===== config.mk =====
export PLATFORM = sky130hd
export DESIGN_NAME = command_packet_decoder_top
export DESIGN_NICKNAME = d
export VERILOG_FILES = /design/src/sv/cpd_pkg.sv /design/src/sv/command_packet_decoder_top.sv /design/src/sv/cpd_decode.sv /design/src/sv/cpd_rec_fifo.sv
export SDC_FILE = /design/constraint.sdc
export NUM_CORES = 2
export LEC_CHECK = 0
export BUFFER_PORTS_ARGS = -buffer_cell sky130_fd_sc_hd__buf_2
export CAP_MARGIN = 40
export CORE_UTILIZATION = 40
export DETAILED_ROUTE_END_ITERATION = 10
export PLACE_DENSITY_LB_ADDON = 0.2
export SKIP_LAST_GASP = 1
export SLEW_MARGIN = 20
export SYNTH_ARGS = -nofsm -noshare
export SYNTH_HDL_FRONTEND = slang
export SYNTH_SLANG_ARGS = --single-unit
export TNS_END_PERCENT = 1

===== constraint.sdc =====
create_clock -name clk -period 7.8 [get_ports clk]
set_input_delay 1.56 -clock clk [delete_from_list [all_inputs] [get_ports clk]]
set_output_delay 1.56 -clock clk [all_outputs]
set_load 0.005 [all_outputs]

===== src/sv/cpd_pkg.sv =====
`default_nettype none
// ----------------------------------------------------------------------------
// cpd_pkg
// Types, opcodes and record codes shared by the command packet decoder.
// ----------------------------------------------------------------------------
package cpd_pkg;

    // stream offset counter width (wraps at this many bits)
    localparam int OFFSET_BITS = 24;
    localparam int SRC_OFF_W   = 24;

    // record queue
    localparam int FIFO_DEPTH = 4;
    localparam int FIFO_AW    = $clog2(FIFO_DEPTH);
    localparam int FIFO_CW    = $clog2(FIFO_DEPTH + 1);

    // header word
    localparam logic [1:0]  PKT_TYPE2 = 2'b10;
    localparam logic [1:0]  PKT_TYPE3 = 2'b11;
    localparam logic [31:0] TYPE2_NOP = 32'h8000_0000;

    // type-3 opcodes
    localparam logic [7:0] OP_INDEX_BASE    = 8'h26;
    localparam logic [7:0] OP_DRAW_INDEX    = 8'h2B;
    localparam logic [7:0] OP_DRAW_AUTO     = 8'h2D;
    localparam logic [7:0] OP_WRITE_DATA    = 8'h37;
    localparam logic [7:0] OP_WAIT          = 8'h3C;
    localparam logic [7:0] OP_EVENT         = 8'h46;
    localparam logic [7:0] OP_RELEASE       = 8'h49;
    localparam logic [7:0] OP_SET_CONTEXT   = 8'h69;
    localparam logic [7:0] OP_SET_SH        = 8'h76;
    localparam logic [7:0] OP_SET_UCONFIG   = 8'h79;

    typedef enum logic [2:0] {
        KIND_REG_VALUE  = 3'd0,
        KIND_DRAW       = 3'd1,
        KIND_WRITE_HDR  = 3'd2,
        KIND_WRITE_DATA = 3'd3,
        KIND_SYNC       = 3'd4,
        KIND_ERROR      = 3'd5
    } kind_t;

    typedef enum logic [2:0] {
        ERR_BAD_TYPE   = 3'd0,
        ERR_BAD_TYPE2  = 3'd1,
        ERR_TRUNCATED  = 3'd2,
        ERR_UNKNOWN_OP = 3'd3,
        ERR_SHORT      = 3'd4
    } err_code_t;

    // register class / sync kind share the sub_kind field
    localparam logic [1:0] SUB_CONTEXT = 2'd0;
    localparam logic [1:0] SUB_SH      = 2'd1;
    localparam logic [1:0] SUB_UCONFIG = 2'd2;
    localparam logic [1:0] SUB_WAIT    = 2'd0;
    localparam logic [1:0] SUB_EVENT   = 2'd1;
    localparam logic [1:0] SUB_RELEASE = 2'd2;

    typedef struct packed {
        logic [31:0] word;
        logic        end_of_stream;
    } cmd_t;

    typedef struct packed {
        logic [2:0]           kind;
        logic [7:0]           opcode;
        logic [SRC_OFF_W-1:0] source_offset;
        logic [1:0]           sub_kind;
        logic [13:0]          word_index;
        logic [31:0]          value;
        logic [31:0]          lead_word;
        logic [31:0]          count_word;
        logic [63:0]          address;
        logic                 indexed;
        logic [2:0]           error_code;
        logic                 last_of_packet;
    } rec_t;

    // records produced by one word, first in rec_a
    typedef struct packed {
        logic [1:0] cnt;
        rec_t       rec_a;
        rec_t       rec_b;
    } push_t;

endpackage
`default_nettype wire


===== src/sv/command_packet_decoder_top.sv =====
`default_nettype none
// ----------------------------------------------------------------------------
// command_packet_decoder_top
// Command stream packet decoder: one 32-bit word in, zero to two records out.
// Records enter the record queue and are offered on rec in arrival order.
// Throughput: one word per cycle; the rec port drains one record per cycle,
// and cmd_ready drops while the 4-entry record queue has fewer than 2 free.
// Reset: packet state, stream offset and queue cleared; type-2 filler skip off.
// ----------------------------------------------------------------------------
module command_packet_decoder_top
(
    input  wire logic          clk,
    input  wire logic          rst_n,
    input  wire logic          cfg_wr_en,
    input  wire logic          cfg_wr_data,
    input  wire logic          cmd_valid,
    output logic               cmd_ready,
    input  wire cpd_pkg::cmd_t cmd,
    output logic               rec_valid,
    input  wire logic          rec_ready,
    output cpd_pkg::rec_t      rec
);

    cpd_pkg::push_t push;
    logic           take;

    assign take = cmd_valid && cmd_ready;

    cpd_decode u_decode
    (
        .clk         (clk),
        .rst_n       (rst_n),
        .cfg_wr_en   (cfg_wr_en),
        .cfg_wr_data (cfg_wr_data),
        .take        (take),
        .cmd         (cmd),
        .push        (push)
    );

    cpd_rec_fifo u_fifo
    (
        .clk       (clk),
        .rst_n     (rst_n),
        .push      (push),
        .room      (cmd_ready),
        .rec_valid (rec_valid),
        .rec_ready (rec_ready),
        .rec       (rec)
    );

endmodule
`default_nettype wire


===== src/sv/cpd_decode.sv =====
`default_nettype none
// ----------------------------------------------------------------------------
// cpd_decode
// Packet state and per-word decode; emits up to two records per word.
// ----------------------------------------------------------------------------
module cpd_decode
(
    input  wire logic          clk,
    input  wire logic          rst_n,
    input  wire logic          cfg_wr_en,
    input  wire logic          cfg_wr_data,
    input  wire logic          take,
    input  wire cpd_pkg::cmd_t cmd,
    output cpd_pkg::push_t     push
);

    logic                             allow_nop_reg;
    logic                             in_payload_reg, in_payload_next;
    logic                             err_latched_reg, err_latched_next;
    logic [7:0]                       opcode_reg, opcode_next;
    logic [14:0]                      length_reg, length_next;
    logic [14:0]                      position_reg, position_next;
    logic [cpd_pkg::OFFSET_BITS-1:0]  hdr_off_reg, hdr_off_next;
    logic [cpd_pkg::OFFSET_BITS-1:0]  stream_pos_reg, stream_pos_next;
    logic [31:0]                      lead_reg, lead_next;
    logic [31:0]                      count_reg, count_next;
    logic [63:0]                      addr_reg, addr_next;

    always_comb
    begin
        cpd_pkg::rec_t pay;
        cpd_pkg::rec_t err;
        logic          pay_v;
        logic          err_v;
        logic [31:0]   w;
        logic [14:0]   pos;
        logic [14:0]   pos_inc;
        logic          last;
        logic [14:0]   need;

        w       = cmd.word;
        pos     = position_reg;
        pos_inc = position_reg + 15'd1;
        last    = (pos_inc == length_reg);
        need    = 15'd2;
        pay     = '0;
        err     = '0;
        pay_v   = 1'b0;
        err_v   = 1'b0;

        in_payload_next  = in_payload_reg;
        err_latched_next = err_latched_reg;
        opcode_next      = opcode_reg;
        length_next      = length_reg;
        position_next    = position_reg;
        hdr_off_next     = hdr_off_reg;
        lead_next        = lead_reg;
        count_next       = count_reg;
        addr_next        = addr_reg;

        err.kind = cpd_pkg::KIND_ERROR;

        if (!err_latched_reg)
        begin
            if (!in_payload_reg)
            begin
                if (w[31:30] == cpd_pkg::PKT_TYPE2)
                begin
                    if (!(allow_nop_reg && w == cpd_pkg::TYPE2_NOP))
                    begin
                        err_v          = 1'b1;
                        err.error_code = cpd_pkg::ERR_BAD_TYPE2;
                        err.source_offset = cpd_pkg::SRC_OFF_W'(stream_pos_reg);
                    end
                end
                else if (w[31:30] != cpd_pkg::PKT_TYPE3)
                begin
                    err_v          = 1'b1;
                    err.error_code = cpd_pkg::ERR_BAD_TYPE;
                    err.source_offset = cpd_pkg::SRC_OFF_W'(stream_pos_reg);
                end
                else
                begin
                    opcode_next     = w[15:8];
                    length_next     = {1'b0, w[29:16]} + 15'd1;
                    position_next   = '0;
                    hdr_off_next    = stream_pos_reg;
                    lead_next       = '0;
                    count_next      = '0;
                    addr_next       = '0;
                    in_payload_next = 1'b1;
                end
            end
            else
            begin
                // common header of any record for this packet
                pay.opcode        = opcode_reg;
                pay.source_offset = cpd_pkg::SRC_OFF_W'(hdr_off_reg);
                err.opcode        = opcode_reg;
                err.source_offset = cpd_pkg::SRC_OFF_W'(hdr_off_reg);
                err.error_code    = cpd_pkg::ERR_SHORT;

                if (opcode_reg inside {cpd_pkg::OP_SET_CONTEXT, cpd_pkg::OP_SET_SH,
                                       cpd_pkg::OP_SET_UCONFIG})
                begin
                    if (pos == '0)
                        lead_next = w;
                    else
                    begin
                        pay_v              = 1'b1;
                        pay.kind           = cpd_pkg::KIND_REG_VALUE;
                        pay.sub_kind       = (opcode_reg == cpd_pkg::OP_SET_CONTEXT) ?
                                             cpd_pkg::SUB_CONTEXT :
                                             (opcode_reg == cpd_pkg::OP_SET_SH) ?
                                             cpd_pkg::SUB_SH : cpd_pkg::SUB_UCONFIG;
                        pay.word_index     = 14'(pos - 15'd1);
                        pay.value          = w;
                        pay.lead_word      = lead_reg;
                        pay.last_of_packet = last;
                    end
                    err_v = last && (length_reg < 15'd2);
                end
                else if (opcode_reg inside {cpd_pkg::OP_WAIT, cpd_pkg::OP_EVENT,
                                            cpd_pkg::OP_RELEASE})
                begin
                    pay_v              = 1'b1;
                    pay.kind           = cpd_pkg::KIND_SYNC;
                    pay.sub_kind       = (opcode_reg == cpd_pkg::OP_WAIT) ?
                                         cpd_pkg::SUB_WAIT :
                                         (opcode_reg == cpd_pkg::OP_EVENT) ?
                                         cpd_pkg::SUB_EVENT : cpd_pkg::SUB_RELEASE;
                    pay.word_index     = pos[13:0];
                    pay.value          = w;
                    pay.last_of_packet = last;
                end
                else if (opcode_reg == cpd_pkg::OP_WRITE_DATA)
                begin
                    if (pos == 15'd0)
                        lead_next = w;
                    else if (pos == 15'd1)
                        addr_next[31:0] = w;
                    else if (pos == 15'd2)
                    begin
                        addr_next[63:32] = w;
                        pay_v            = (length_reg >= 15'd4);
                        pay.kind         = cpd_pkg::KIND_WRITE_HDR;
                        pay.lead_word    = lead_reg;
                        pay.address      = {w, addr_reg[31:0]};
                    end
                    else
                    begin
                        pay_v              = 1'b1;
                        pay.kind           = cpd_pkg::KIND_WRITE_DATA;
                        pay.word_index     = 14'(pos - 15'd3);
                        pay.value          = w;
                        pay.lead_word      = lead_reg;
                        pay.address        = addr_reg;
                        pay.last_of_packet = last;
                    end
                    err_v = last && (length_reg < 15'd4);
                end
                else if (opcode_reg inside {cpd_pkg::OP_INDEX_BASE, cpd_pkg::OP_DRAW_INDEX,
                                            cpd_pkg::OP_DRAW_AUTO})
                begin
                    if (opcode_reg == cpd_pkg::OP_DRAW_INDEX)
                        need = 15'd4;
                    if (opcode_reg == cpd_pkg::OP_INDEX_BASE)
                    begin
                        if (pos == 15'd0)
                            addr_next[31:0] = w;
                        else if (pos == 15'd1)
                            addr_next[63:32] = w;
                    end
                    else if (opcode_reg == cpd_pkg::OP_DRAW_AUTO)
                    begin
                        if (pos == 15'd0)
                            count_next = w;
                        else if (pos == 15'd1)
                            lead_next = w;
                    end
                    else
                    begin
                        if (pos == 15'd0)
                            count_next = w;
                        else if (pos == 15'd1)
                            addr_next[31:0] = w;
                        else if (pos == 15'd2)
                            addr_next[63:32] = w;
                        else if (pos == 15'd3)
                            lead_next = w;
                    end
                    if (last)
                    begin
                        if (length_reg < need)
                            err_v = 1'b1;
                        else
                        begin
                            pay_v              = 1'b1;
                            pay.kind           = cpd_pkg::KIND_DRAW;
                            pay.lead_word      = lead_next;
                            pay.count_word     = count_next;
                            pay.address        = addr_next;
                            pay.indexed        = (opcode_reg != cpd_pkg::OP_DRAW_AUTO);
                            pay.last_of_packet = 1'b1;
                        end
                    end
                end
                else
                begin
                    err_v          = last;
                    err.error_code = cpd_pkg::ERR_UNKNOWN_OP;
                end

                position_next = pos_inc;
                if (last)
                    in_payload_next = 1'b0;
            end

            if (err_v)
            begin
                err_latched_next = 1'b1;
                in_payload_next  = 1'b0;
            end
            else if (cmd.end_of_stream && in_payload_next)
            begin
                // stream ended inside a packet, header word included
                err_v             = 1'b1;
                err.opcode        = opcode_next;
                err.source_offset = cpd_pkg::SRC_OFF_W'(hdr_off_next);
                err.error_code    = cpd_pkg::ERR_TRUNCATED;
            end
        end

        stream_pos_next = stream_pos_reg + cpd_pkg::OFFSET_BITS'(1);
        if (cmd.end_of_stream)
        begin
            in_payload_next  = 1'b0;
            err_latched_next = 1'b0;
            stream_pos_next  = '0;
        end

        // compact: payload record first, error after it
        push.rec_a = pay_v ? pay : err;
        push.rec_b = err;
        push.cnt   = take ? (2'(pay_v) + 2'(err_v)) : 2'd0;
    end

    always_ff @(posedge clk or negedge rst_n)
    begin
        if (!rst_n)
        begin
            allow_nop_reg   <= 1'b0;
            in_payload_reg  <= 1'b0;
            err_latched_reg <= 1'b0;
            opcode_reg      <= '0;
            length_reg      <= '0;
            position_reg    <= '0;
            hdr_off_reg     <= '0;
            stream_pos_reg  <= '0;
            lead_reg        <= '0;
            count_reg       <= '0;
            addr_reg        <= '0;
        end
        else
        begin
            if (cfg_wr_en)
                allow_nop_reg <= cfg_wr_data;
            if (take)
            begin
                in_payload_reg  <= in_payload_next;
                err_latched_reg <= err_latched_next;
                opcode_reg      <= opcode_next;
                length_reg      <= length_next;
                position_reg    <= position_next;
                hdr_off_reg     <= hdr_off_next;
                stream_pos_reg  <= stream_pos_next;
                lead_reg        <= lead_next;
                count_reg       <= count_next;
                addr_reg        <= addr_next;
            end
        end
    end

endmodule
`default_nettype wire


===== src/sv/cpd_rec_fifo.sv =====
`default_nettype none
// ----------------------------------------------------------------------------
// cpd_rec_fifo
// Small record queue: up to two records in per cycle, one out.
// ----------------------------------------------------------------------------
module cpd_rec_fifo
(
    input  wire logic           clk,
    input  wire logic           rst_n,
    input  wire cpd_pkg::push_t push,
    output logic                room,
    output logic                rec_valid,
    input  wire logic           rec_ready,
    output cpd_pkg::rec_t       rec
);

    cpd_pkg::rec_t                 mem [cpd_pkg::FIFO_DEPTH];
    logic [cpd_pkg::FIFO_AW-1:0]   wr_ptr_reg, wr_ptr_next;
    logic [cpd_pkg::FIFO_AW-1:0]   rd_ptr_reg, rd_ptr_next;
    logic [cpd_pkg::FIFO_CW-1:0]   count_reg, count_next;
    logic [cpd_pkg::FIFO_AW-1:0]   wr_ptr_b;
    logic                          pop;

    assign rec_valid = (count_reg != '0);
    assign rec       = mem[rd_ptr_reg];
    assign pop       = rec_valid && rec_ready;
    // a word may produce two records
    assign room      = (count_reg <= cpd_pkg::FIFO_CW'(cpd_pkg::FIFO_DEPTH - 2));

    assign wr_ptr_b    = wr_ptr_reg + cpd_pkg::FIFO_AW'(1);
    assign wr_ptr_next = wr_ptr_reg + cpd_pkg::FIFO_AW'(push.cnt);
    assign rd_ptr_next = rd_ptr_reg + cpd_pkg::FIFO_AW'(pop);
    assign count_next  = count_reg + cpd_pkg::FIFO_CW'(push.cnt) - cpd_pkg::FIFO_CW'(pop);

    always_ff @(posedge clk)
    begin
        if (push.cnt != 2'd0)
            mem[wr_ptr_reg] <= push.rec_a;
        if (push.cnt == 2'd2)
            mem[wr_ptr_b] <= push.rec_b;
    end

    always_ff @(posedge clk or negedge rst_n)
    begin
        if (!rst_n)
        begin
            wr_ptr_reg <= '0;
            rd_ptr_reg <= '0;
            count_reg  <= '0;
        end
        else
        begin
            wr_ptr_reg <= wr_ptr_next;
            rd_ptr_reg <= rd_ptr_next;
            count_reg  <= count_next;
        end
    end

endmodule
`default_nettype wire


==> impl_metrics.yaml <==
sta:
  grt_setup_unrepaired: "false"
  slew_violations: 0
  clock_skew_ns: 0.0679
  fin_crit_ns: 6.25
  relSlewSlack_pct: 23.9
  hold_viol: 0
  worst_slew_pin_slew_ns: 1.14
  period_share_pct: 80.1
  holdWs_ns: 0.448
  setup_tns_ns: 0
  setup_viol: 0
  fmax_mhz: 160
route:
  drt_iter0_drc: 3539
  vias_per_cell: 6.04
  wire_per_inst_um: 26.3
  vias: 34100
  drt_wl_total_um: 148000
  drc: 0
  ant_nets: 0
  dr.pass1.iters: 5
synth:
  synth_top_area_cell: "dfxtp_1"
  synth_edf_count: 140
  synth_fp_nets: 4003
  ys_ff_latch: 1088
  synth_area_sq_um: 45200
  yosys-top-cells-area: "dfxtp_1 (32%), a22o_1 (13%), dfrtp_1 (12%)"
  ys_warn_count: 0
  avgSynthCellArea_sq_um: 11.4
  yosysTopAreaCellShare_pct: 32.1
  ys_seq_area_share_pct: 53.8
  syn_inst: 3951
  ys_types: 77
  synthArstFlopShare_pct: 20.6
  synth_ff_type: "dfxtp_1"
grt:
  use_met3_pct: 4.80
  grt_pass1_wl_um: 221000
  grt-ovfl-total: 0
  gr-usage-met2_pct: 39.9
  top_usage_layer: "met2"
  met1_usage_pct: 36.6
  grt_max_degree: 186
  antenna_found_initial: 8
  grt_usage_pct: 25.7
  grt_pass1_vias: 32700
setup_path:
  crit_path_start_kind: "register"
  crit_type: "register to register"
  end_kind: "register"
  slowest_delay_ns: 0.69
  cp_max_fo: 116
  worstPathRequired_ns: 8.40
  cp_slowest_cell: "nor4_1"
  crit_arrival_ns: 6.85
  path_cells: "ha_1 -> nand3_1 -> nor4_1 -> xnor2_1 -> o221ai_1 -> or4_4 -> and2_4 -> a211o_4 -> inv_2 -> ha_1 -> nor2_1 -> or2_2 -> nor2_1 -> o21ai_4 -> buf_12 -> buf_16 -> a22o_1"
  critical_path_buf_inv_count: 3
  crit_family: "simple AND/OR/NAND/NOR gates"
floorplan:
  die-area_sq_um: 114000
  die_h_um: 338
  start_util_pct: 40.6
  io-pin-count: 257
  core_area_sq_um: 111000
  die_width_um: 338
  rows: 122
clock_network:
  cts_inserted_buffers: 113
  cts_sinks: 1088
  cts_resized: 0
  ctsHtreeMaxLevel: 3
  clk_transition_reported_paths_ns: 0.07
  cts_setup_buffers: 0
  root_buffer: "clkbuf_16"
  clk-insertion-delay-late_ns: 0.72
  cts_hold_buf: 0
  cts_tree: "yes"
  clockBufferDepth: 3
final_layout:
  nets: 4109
  areaGrowthSynthToFinish_pct: 14.9
  layout_commonest_cell: "dfxtp_1"
  final_cell_mix: "dfxtp_1 (724), a22o_1 (679), nand2_1 (425)"
  drive_above_1_share_pct: 20.7
  stdcell_area_sq_um: 51900
  final_cells: 5647
  largest_register_ff_count: 864
placed_design:
  dp_cells: 5426
  portBuffers: 256
  place_area_sq_um: 48100
  gp_congestion: 0.927
  dpl.hpwl_um: 89400
power_and_ir_drop:
  power_frac_clock_pct: 35.4
  power_frac_comb_pct: 23.3
  p_int_w: 0.0103
  swShare_pct: 32.5
  peakVddDrop_mv: 0.304
  p_total_w: 0.0153
  p_leak_nw: 20.4
  p_per_area_nw_per_um2: 295
  p_switching_w: 0.00497
  seqPwrFrac_pct: 41.3
outcome:
  status: "finished, final reports clean"
job:
  max_cap_viol_count: 0
hold_path:
  hp-class: "register to register"
metrics by stage:
stage	setup slack, ns	utilization [%]
2_1_floorplan	2.27	-
3_3_place_gp	0.994	42.8
3_5_place_dp	1.56	43.2
4_1_cts	1.67	46.6
5_1_grt	1.26	46.6
6_report	1.55	46.6
worst register-to-register path, cell delays in order, from the launching register on:
cell and delay, ns:
dfrtp_1 0.61, ha_1 0.46, nand3_1 0.33, nor4_1 0.69
xnor2_1 0.21, o221ai_1 0.19, or4_4 0.65, and2_4 0.20
a211o_4 0.39, inv_2 0.15, ha_1 0.26, nor2_1 0.08
or2_2 0.28, nor2_1 0.25, o21ai_4 0.13, buf_12 0.27
buf_16 0.26, a22o_1 0.74
power groups by stage:
stage	registers [W]	logic, W	clock network (W)
2_1_floorplan	0.00616	0.00251	0
3_5_place_dp	0.00643	0.00357	0
3_3_place_gp	0.00643	0.00348	0
6_report	0.00632	0.00357	0.00542
5_1_grt	0.00635	0.00380	0.00574
4_1_cts	0.00631	0.00358	0.00550
routing by layer:
layer,share of wire (%),up-vias
met5,0.026,-
met4,2.6,6
met3,7.4,216
met2,46,1316
met1,44,17500
li1,-,15100
final timing paths:
kind                                          startpoint                       end  slack, ns  cells past startpoint
worst min register to register        u_fifo.mem[3][117]        u_fifo.mem[3][117]       0.45                      2
worst max-delay path            u_decode.position_reg[0]        u_fifo.mem[0][133]       1.55                     17
worst min-delay path                  u_fifo.mem[3][117]        u_fifo.mem[3][117]       0.45                      2
max in group asynchronous                          rst_n     u_decode.addr_reg[48]       5.73                      2
worst max register to register  u_decode.position_reg[0]        u_fifo.mem[0][133]       1.55                     17
min in group asynchronous                          rst_n  u_decode.hdr_off_reg[23]       0.87                      1
synthesized netlist by cell type, types with 12 or more instances:
| cell | instances |
|---|---|
| dfrtp_1 | 224 |
| nor2_1 | 218 |
| mux2i_1 | 31 |
| a21oi_1 | 66 |
| mux2_2 | 34 |
| nor3_1 | 31 |
| a22oi_1 | 45 |
| edfxtp_1 | 140 |
| ha_1 | 12 |
| or2_2 | 15 |
| buf_1 | 39 |
| xnor2_1 | 28 |
| a22o_1 | 679 |
| dfxtp_1 | 724 |
| inv_1 | 20 |
| and3_1 | 48 |
| o21ai_1 | 25 |
| o21ai_0 | 359 |
| clkbuf_1 | 296 |
| or3_1 | 16 |
| xor2_1 | 28 |
| nand3_1 | 33 |
| buf_6 | 12 |
| nand2_1 | 428 |
| mux4_2 | 216 |
| nor4_1 | 16 |
cell families after synthesis:
| kind of cell | after synthesis | share of synthesized area, % |
|---|---|---|
| AO/OA/AOI/OAI | 1248 | 20.2 |
| XOR/XNOR | 56 | 1.09 |
| buffers and inverters | 387 | 3.52 |
| flip-flops | 1088 | 53.8 |
| adder cells (fa/ha/maj) | 13 | 0.377 |
| multiplexers | 281 | 12.3 |
| AND/OR/NAND/NOR | 878 | 8.69 |
area by class of cell:
cell class | instances | area, sq um
fill | 10200 | 59400
sequential | 1088 | 24300
multi-input combinational | 2476 | 19400
clock buffer | 166 | 3370
timing repair buffer | 357 | 2460
tap | 1488 | 1860
clock inverter | 48 | 395
inverter | 21 | 78.8
antenna | 3 | 7.51
No activity file was read; power rests on OpenSTA's default activity.
